<file path="src/hdl/spq_pkg.sv">
// Shared types, sizes and helpers for the strict priority packet queue.
// No dependencies; every other file of the block except spq_ram refers to this package.
package spq_pkg;

  // Queue sizing
  localparam int CLASS_DEPTH = 64;
  localparam int SLOT_DEPTH  = 64;
  localparam int PTR_W       = $clog2(CLASS_DEPTH);
  localparam int CNT_W       = $clog2(CLASS_DEPTH + 1);
  localparam int SLOT_W      = $clog2(SLOT_DEPTH + 1);
  localparam int MEM_DEPTH   = 2 * CLASS_DEPTH;
  localparam int ADDR_W      = $clog2(MEM_DEPTH);

  // Field widths
  localparam int SIZE_W     = 12;
  localparam int TAG_W      = 16;
  localparam int BYTES_W    = 20;
  localparam int DESC_W     = TAG_W + SIZE_W;
  localparam int ACC_W      = SIZE_W + 1;
  localparam int CFG_IDX_W  = 2;
  localparam int CFG_DATA_W = 12;

  localparam logic [BYTES_W-1:0] BYTES_MAX     = {BYTES_W{1'b1}};
  localparam logic [SIZE_W-1:0]  CFG_RST_SIZE  = 12'd1500;
  localparam logic [ACC_W-1:0]   QUANTUM_ZERO  = 13'd4096;

  // Register indexes
  localparam logic [CFG_IDX_W-1:0] CFG_PUSH_QUANTUM    = 2'd0;
  localparam logic [CFG_IDX_W-1:0] CFG_DUMMY_SLOT_SIZE = 2'd1;

  // Packet kind boundaries
  localparam logic [3:0] KIND_LO_LAST = 4'd3;
  localparam logic [3:0] KIND_HDR     = 4'd4;
  localparam logic [3:0] KIND_HI_LAST = 4'd11;
  localparam logic [3:0] KIND_RLB     = 4'd12;

  typedef enum logic [1:0] {
    REQ_ENQ      = 2'd0,
    REQ_SVC      = 2'd1,
    REQ_DOORBELL = 2'd2,
    REQ_UNUSED   = 2'd3
  } req_t;

  typedef enum logic [1:0] {
    CLS_RLB  = 2'd0,
    CLS_LO   = 2'd1,
    CLS_HI   = 2'd2,
    CLS_NONE = 2'd3
  } cls_t;

  typedef enum logic [1:0] {
    STS_OK      = 2'd0,
    STS_UNKNOWN = 2'd1,
    STS_FULL    = 2'd2,
    STS_NO_SLOT = 2'd3
  } status_t;

  // Remainder unit handshake
  typedef struct packed {
    logic             start;
    logic [ACC_W-1:0] dividend;
    logic [ACC_W-1:0] divisor;
  } rem_req_t;

  typedef struct packed {
    logic              done;
    logic [SIZE_W-1:0] remainder;
  } rem_rsp_t;

  // Saturating byte-total add
  function automatic logic [BYTES_W-1:0] bytes_add(input logic [BYTES_W-1:0] a,
                                                   input logic [BYTES_W-1:0] b);
    logic [BYTES_W:0] s;
    s = {1'b0, a} + {1'b0, b};
    return s[BYTES_W] ? BYTES_MAX : s[BYTES_W-1:0];
  endfunction

endpackage

</file>
<file path="src/hdl/spq_rem.sv">
// Iterative remainder unit: restoring division, one quotient bit a cycle.
// Depends on spq_pkg for widths and the request/response structs.
module spq_rem (
  input  logic              clk,
  input  logic              rst_n,
  input  spq_pkg::rem_req_t req,
  output spq_pkg::rem_rsp_t rsp
);

  localparam int CNT_BITS = $clog2(spq_pkg::ACC_W + 1);

  logic                        busy_r, busy_nxt;
  logic                        done_r, done_nxt;
  logic [CNT_BITS-1:0]         cnt_r, cnt_nxt;
  logic [spq_pkg::ACC_W-1:0]   dvd_r, dvd_nxt;
  logic [spq_pkg::ACC_W-1:0]   dvs_r, dvs_nxt;
  logic [spq_pkg::SIZE_W-1:0]  rem_r, rem_nxt;
  logic [spq_pkg::ACC_W-1:0]   trial;

  // Shift in one dividend bit and subtract the divisor when it fits
  always_comb begin
    busy_nxt = busy_r;
    done_nxt = 1'b0;
    cnt_nxt  = cnt_r;
    dvd_nxt  = dvd_r;
    dvs_nxt  = dvs_r;
    rem_nxt  = rem_r;
    trial    = {rem_r, dvd_r[spq_pkg::ACC_W-1]};
    if (req.start) begin
      busy_nxt = 1'b1;
      cnt_nxt  = CNT_BITS'(spq_pkg::ACC_W);
      dvd_nxt  = req.dividend;
      dvs_nxt  = req.divisor;
      rem_nxt  = '0;
    end else if (busy_r) begin
      rem_nxt = (trial >= dvs_r) ? spq_pkg::SIZE_W'(trial - dvs_r)
                                 : spq_pkg::SIZE_W'(trial);
      dvd_nxt = {dvd_r[spq_pkg::ACC_W-2:0], 1'b0};
      cnt_nxt = cnt_r - 1'b1;
      if (cnt_r == CNT_BITS'(1)) begin
        busy_nxt = 1'b0;
        done_nxt = 1'b1;
      end
    end
  end

  always_ff @(posedge clk) begin
    if (!rst_n) begin
      busy_r <= 1'b0;
      done_r <= 1'b0;
      cnt_r  <= '0;
    end else begin
      busy_r <= busy_nxt;
      done_r <= done_nxt;
      cnt_r  <= cnt_nxt;
    end
    dvd_r <= dvd_nxt;
    dvs_r <= dvs_nxt;
    rem_r <= rem_nxt;
  end

  assign rsp.done      = done_r;
  assign rsp.remainder = rem_r;

endmodule

</file>
<file path="config.mk">
export PLATFORM = sky130hd
export DESIGN_NAME = spq_rem
export DESIGN_NICKNAME = d
export VERILOG_FILES = /design/src/hdl/spq_pkg.sv /design/src/hdl/spq_rem.sv
export SDC_FILE = /design/constraint.sdc
export NUM_CORES = 1
export LEC_CHECK = 0
export BUFFER_PORTS_ARGS = -buffer_cell sky130_fd_sc_hd__buf_2
export CORE_MARGIN = 2
export CORE_UTILIZATION = 45
export CTS_CLUSTER_SIZE = 40
export DETAILED_ROUTE_END_ITERATION = 8
export PLACE_DENSITY = 0.69
export RECOVER_POWER = 100
export SLEW_MARGIN = 20
export SYNTH_ARGS = -nofsm -noshare
export SYNTH_HDL_FRONTEND = slang
export SYNTH_SLANG_ARGS = --single-unit
</file>
<file path="constraint.sdc">
create_clock -name clk -period 2.56 [get_ports clk]
set_clock_uncertainty 0.1 [all_clocks]
set_input_delay 0 -clock clk [delete_from_list [all_inputs] [get_ports clk]]
set_output_delay 0 -clock clk [all_outputs]
set_load 0.02 [all_outputs]
</file>
==> results.cfg, run 1 <==
[yosys]
synthAdderAreaFrac_pct = 8.66
async_reset_ff_share_pct = 0
synth_cells = 216
netlist.area_leader.share_pct = 32.6
synthSimpleGateAreaFrac_pct = 11.5
avgSynthCellArea_um2 = 11.1
synth_cell_type_count = 53
synth.area.top_cells = edfxtp_1 33%, dfxtp_1 15%, ha_1 7.8%
ys_top_cells_by_count = 26 x edfxtp_1, 22 x nor2_1, 19 x inv_1
synth_top_cell_by_area = edfxtp_1
synth_area_mm2 = 0.00240
synthFlopType = edfxtp_1
synth_top_family_by_area = compound AO/OA/AOI/OAI gates
synth_edf_count = 26
muxShareOfSynthArea_pct = 9.03
synth.most_common_cell = edfxtp_1
yosysWarnings = 0
synth_seq_area_share_pct = 47.6
synth_nets = 261
synthXorXnorAreaFrac_pct = 3.65
yosys_register_bits = 44
synth_compound_area_share_pct = 14.2

[job]
max-cap-violations = 0

[clocking]
root_buffer = clkbuf_8
htree_levels = 2
cts-buffers-inserted = 5
clk_path_buf_depth = 2
cts.sinks = 44
clkTransAtPathRegs_ns = 0.08
worst_skew_pair.late_latency_ns = 0.29
cts_tree = built

[grt]
antenna_found_initial = 0
track_usage_pct = 17.6
gr-total-overflow = 0
grt_pass1_vias = 1831
grt_pass1_wl_mm = 8.34
grt_max_degree = 30

[final_layout]
insertedDiodeCount = 0
final_util_pct = 60.3
nets = 342
area_growth_pct = 29.3
drive_gt1_share_pct = 24.6

[die]
dieArea_mm2 = 0.00593
die_w_um = 77.0
die_h_um = 77.0
ioPinCount = 42
core_mm2 = 0.00514
start_util_pct = 46.6
rows = 26

[min_path]
hold_path.class = in -> reg

[placed_design]
place.gp.congestion = 0.748
dp_hpwl_mm = 3.40
dp_slack_ns = 0.0580
numPortBuffers = 41

[timing]
rsz0062_at_grt = no
max_freq_mhz = 413
finalWorstSetupSlack_ns = 0.141
period_share_pct = 94.5
setup_viol = 0
slew_viol_final = 0
period_needed_ns = 2.42
hold_viol = 0
tns_ns = 0
slew_headroom_pct = 34.8
worstMarginPinSlew_ns = 0.978

[critical_path]
crit_path_end_kind = register
critPathMaxFanout = 4
worst-setup-path-type = reg -> reg
required_ns = 2.67
start_kind = register
worstPathArrival_ns = 2.53

[run_status]
outcome = finished clean

[routing]
wl_per_cell_um = 13.6
firstDrtPassIters = 4
routed_wl_mm = 4.99
drc = 0
drtIter0Drc = 63
vias = 1836
final_antenna_net_count = 0
viasPerCell = 5.00

[power_and_ir_drop]
cellLeakagePower_nw = 1.30
irDropWorstVdd_uv = 349
power_density_mw_per_mm2 = 556
worst max-delay path, stage by stage (launching register included):
cell,delay (ns)
edfxtp_1,0.38
inv_1,0.11
ha_1,0.24
or2b_2,0.18
a21oi_2,0.06
or3_4,0.41
a311oi_2,0.27
mux2_2,0.37
a211oi_1,0.21
final timing paths:
path / start / end / slack (ns) / cells past startpoint
max: dvs_r[1]$_DFFE_PP_ / rem_r[0]$_SDFFE_PP0P_ / 0.14 / 8
min: req[26] / dvs_r[7]$_DFFE_PP_ / 0.13 / 1
max reg2reg: dvs_r[1]$_DFFE_PP_ / rem_r[0]$_SDFFE_PP0P_ / 0.14 / 8
min reg2reg: rem_r[11]$_SDFFE_PP0P_ / rem_r[11]$_SDFFE_PP0P_ / 0.41 / 2
state kept, by name, indices dropped and copies added, names as in the netlist:
signal / cells
cnt_r: 4
done_r: 1
rem_r: 12
busy_r: 1
dvs_r: 13
dvd_r: 13
routing by layer:
metal | track usage [%] | wire length, µm
met1 | 21.1 | 2300
met4 | 5.89 | 56
met5 | 0 | 0
met3 | 4.00 | 195
met2 | 31.2 | 2440
through the flow:
step | power [mW] | area (µm²) | cells | hold WS [ns]
6_report | 1.72 | 3100 | 367 | 0.134
3_5_place_dp | 1.29 | 2750 | 332 | 0.0784
4_1_cts | 1.73 | 3100 | 366 | 0.139
5_1_grt | 1.82 | 3100 | 367 | 0.158
3_3_place_gp | 1.28 | 2750 | 332 | 0.0773
2_1_floorplan | 1.16 | 2400 | 216 | -0.00113
what timing repair did:
item | 4_1_cts | 5_1_grt
setup buffers | 0 | 1
gates resized for setup | 0 | 4
hold endpoints to repair | 32 | 0
setup endpoints to repair | 0 | 4
hold buffers | 27 | 0
cell usage in the layout (no fill, tap or decap), types with 3 or more instances in the layout:
| cell type | Yosys | layout |
|---|---|---|
| o21ai_0 | 4 | 4 |
| xor2_1 | 4 | 4 |
| a21o_1 | 3 | 3 |
| a211oi_1 | 7 | 7 |
| nor3_1 | 3 | 3 |
| xnor2_1 | 6 | 6 |
| a21oi_1 | 7 | 7 |
| nand2_1 | 9 | 9 |
| mux2i_1 | 7 | 7 |
| mux2_2 | 13 | 13 |
| buf_4 | 2 | 12 |
| ha_1 | 15 | 15 |
| dfxtp_1 | 18 | 18 |
| clkbuf_1 | 4 | 16 |
| edfxtp_1 | 26 | 26 |
| buf_2 | 0 | 28 |
| dlygate4sd3_1 | 0 | 27 |
| clkbuf_8 | 0 | 5 |
| inv_1 | 19 | 19 |
| nor2_1 | 22 | 22 |
where the power goes:
group          leakage, nW  switching [mW]  internal (mW)
logic                0.847           0.230          0.227
clock network       0.0410           0.228          0.186
registers            0.407          0.0362          0.817
total                 1.30           0.494           1.23
cell families (layout without fill, tap and decap cells):
kind of cell | count (synthesis) | after routing
xor gates and xnor gates | 10 | 10
DFF | 44 | 44
and+or+nand+nor | 54 | 54
muxes | 20 | 20
AOI/OAI and AO/OA | 44 | 44
buffers and inverters | 28 | 109
adders and majority gates | 16 | 16
final cells by class:
| cell class | count | area [µm²] |
|---|---|---|
| inverter | 19 | 71.3 |
| multi-input combinational | 144 | 1140 |
| clock inverter | 1 | 5.00 |
| clock buffer | 6 | 72.6 |
| fill | 475 | 2040 |
| tap | 70 | 87.6 |
| timing repair buffer | 83 | 577 |
| sequential | 44 | 1140 |
Note: power is estimated with default switching activity, not from simulation.
==> run 2: changes to the inputs <==
==> constraint.sdc (replaced) <==
create_clock -name clk -period 2.2 [get_ports clk]
set_clock_uncertainty 0.1 [all_clocks]
set_input_delay 0 -clock clk [delete_from_list [all_inputs] [get_ports clk]]
set_output_delay 0 -clock clk [all_outputs]
set_load 0.02 [all_outputs]
==> results.cfg, run 2 (synthesized netlist as in run 1, its figures left out) <==
[die]
ioPinCount = 42
die_w_um = 77.0
rows = 26
dieArea_mm2 = 0.00593
die_h_um = 77.0
core_mm2 = 0.00514
start_util_pct = 46.6

[grt]
antenna_found_initial = 0
grt_max_degree = 36
grt_pass1_wl_mm = 9.10
track_usage_pct = 19.5
gr-total-overflow = 0
grt_pass1_vias = 2017

[clocking]
clkTransAtPathRegs_ns = 0.09
worst_skew_pair.late_latency_ns = 0.30
root_buffer = clkbuf_8
clk_path_buf_depth = 2
cts-buffers-inserted = 5
cts_tree = built
htree_levels = 2
cts.sinks = 44

[job]
max-cap-violations = 0

[power_and_ir_drop]
internal_power_mw = 1.57
power_density_mw_per_mm2 = 621
p_sw_share_pct = 29.9
clockPowerShare_pct = 22.6
p_sw_mw = 0.671
pwr-share-comb_pct = 33.1
irDropWorstVdd_uv = 352
cellLeakagePower_nw = 1.57
seq_power_share_pct = 44.3
p_total_mw = 2.24

[critical_path]
r2r_slack_ns = -0.18
required_ns = 2.29
worst-setup-path-type = reg -> reg
critPathSlowestCell = a311o_2
cp_top_family = compound AO/OA/AOI/OAI gates
start_kind = register
crit_chain = inv_2 -> ha_4 -> or2b_4 -> a21oi_2 -> or3_4 -> a311o_2 -> buf_4 -> a311o_1
worstPathArrival_ns = 2.47
r2r_end = rem_r[2]$_SDFFE_PP0P_
worst-path-buf-inv = 2
r2r_start = dvs_r[1]$_DFFE_PP_
critPathMaxFanout = 5
slowest_delay_ns = 0.40
crit_path_end_kind = register
reg2reg_depth = 8

[routing]
highest_layer = met4
drc = 0
drtIter0Drc = 129
wl_met2_mm = 2.89
final_antenna_net_count = 0
vias = 2014
wl_per_cell_um = 14.1
wl_met1_mm = 2.47
viasPerCell = 5.02
firstDrtPassIters = 4
dr_wl_met3_um = 211
routed_wl_mm = 5.65

[timing]
worstMarginPinSlew_ns = 0.743
hold_viol = 0
slew_headroom_pct = 50.5
period_needed_ns = 2.38
rsz0062_at_grt = yes
max_freq_mhz = 420
setup_viol = 11
slew_viol_final = 0
period_share_pct = 108
tns_ns = -1.44
finalWorstSetupSlack_ns = -0.179

[run_status]
violations = negative setup slack
outcome = finished, violations left

[final_layout]
final_cell_mix = 43 x buf_4, 41 x buf_2, 27 x dlygate4sd3_1
area_growth_pct = 50.8
drive_gt1_share_pct = 46.2
insertedDiodeCount = 0
final_util_pct = 70.3
top_regs = dvd_r: 13 flops, dvs_r: 13 flops, rem_r: 12 flops
nets = 375
final_common_cell = buf_4
nFillCells = 388

[min_path]
whs_path_depth = 1
hold_path.startpoint = req[26]
holdPathEnd = dvs_r[5]$_DFFE_PP_
hold_path.class = in -> reg

[placed_design]
dp_hpwl_mm = 3.74
numPortBuffers = 41
dp_slack_ns = -0.247
place.gp.congestion = 0.813
-- run 2: power by group through the flow --
stage               combinational [mW]  clock, mW  sequential (mW)
CTS                              0.669      0.525            0.993
detailed placement               0.613          0             1.01
global placement                 0.602          0             1.01
finish                           0.742      0.507            0.994
floorplan                        0.372          0             1.02
global route                     0.809      0.550             1.00
-- run 2: layer usage --
layer | vias up | track usage (%)
met1 | 955 | 24.1
met2 | 36 | 33.2
met3 | 6 | 5.06
li1 | 1017 | -
met4 | 0 | 6.43
met5 | - | 0
-- run 2: repair_timing --
action                                  CTS  global route
hold buffers                             27             0
setup buffers                             3             4
gates resized for setup                   8            23
endpoints found under the setup margin   11            12
pin swaps                                 8             6
hold endpoints to repair                 32             0
-- run 2: area by class of cell --
| cell class | count | area, µm² | share of cell area [%] |
|---|---|---|---|
| clock buffers | 5 | 68.8 | 1.90 |
| inverters | 19 | 71.3 | 1.97 |
| clock inverters | 3 | 18.8 | 0.519 |
| flip-flops and latches | 44 | 1150 | 31.9 |
| repair buffers | 116 | 855 | 23.6 |
| multi-input cells | 144 | 1360 | 37.7 |
| well taps | 70 | 87.6 | 2.42 |
-- run 2: worst max-delay path by stage --
stage,cells past startpoint,endpoint,slack (ns),start
after floorplan,8,rem_r[0]$_SDFFE_PP0P_,-0.12,dvs_r[6]$_DFFE_PP_
after global placement,9,rem_r[1]$_SDFFE_PP0P_,-0.15,dvs_r[1]$_DFFE_PP_
after detailed placement,9,rem_r[1]$_SDFFE_PP0P_,-0.25,dvs_r[1]$_DFFE_PP_
after CTS,8,rem_r[2]$_SDFFE_PP0P_,-0.18,dvs_r[1]$_DFFE_PP_
after global routing,10,rem_r[10]$_SDFFE_PP0P_,-0.25,dvd_r[12]$_DFFE_PP_
final,8,rem_r[2]$_SDFFE_PP0P_,-0.18,dvs_r[1]$_DFFE_PP_
-- run 2: through the flow --
| step | instance area (µm²) | std cells | hold WS [ns] |
|---|---|---|---|
| after floorplan | 2520 | 216 | -0.00113 |
| after global placement | 3070 | 359 | 0.0766 |
| after detailed placement | 3070 | 359 | 0.0781 |
| after CTS | 3470 | 397 | 0.203 |
| after global routing | 3610 | 401 | 0.231 |
| final | 3610 | 401 | 0.194 |
-- run 2: worst register-to-register path, cell delays in order (launching register included) --
cell,delay (ns)
edfxtp_1,0.38
inv_2,0.09
ha_4,0.20
or2b_4,0.21
a21oi_2,0.06
or3_4,0.36
a311o_2,0.40
buf_4,0.16
a311o_1,0.31
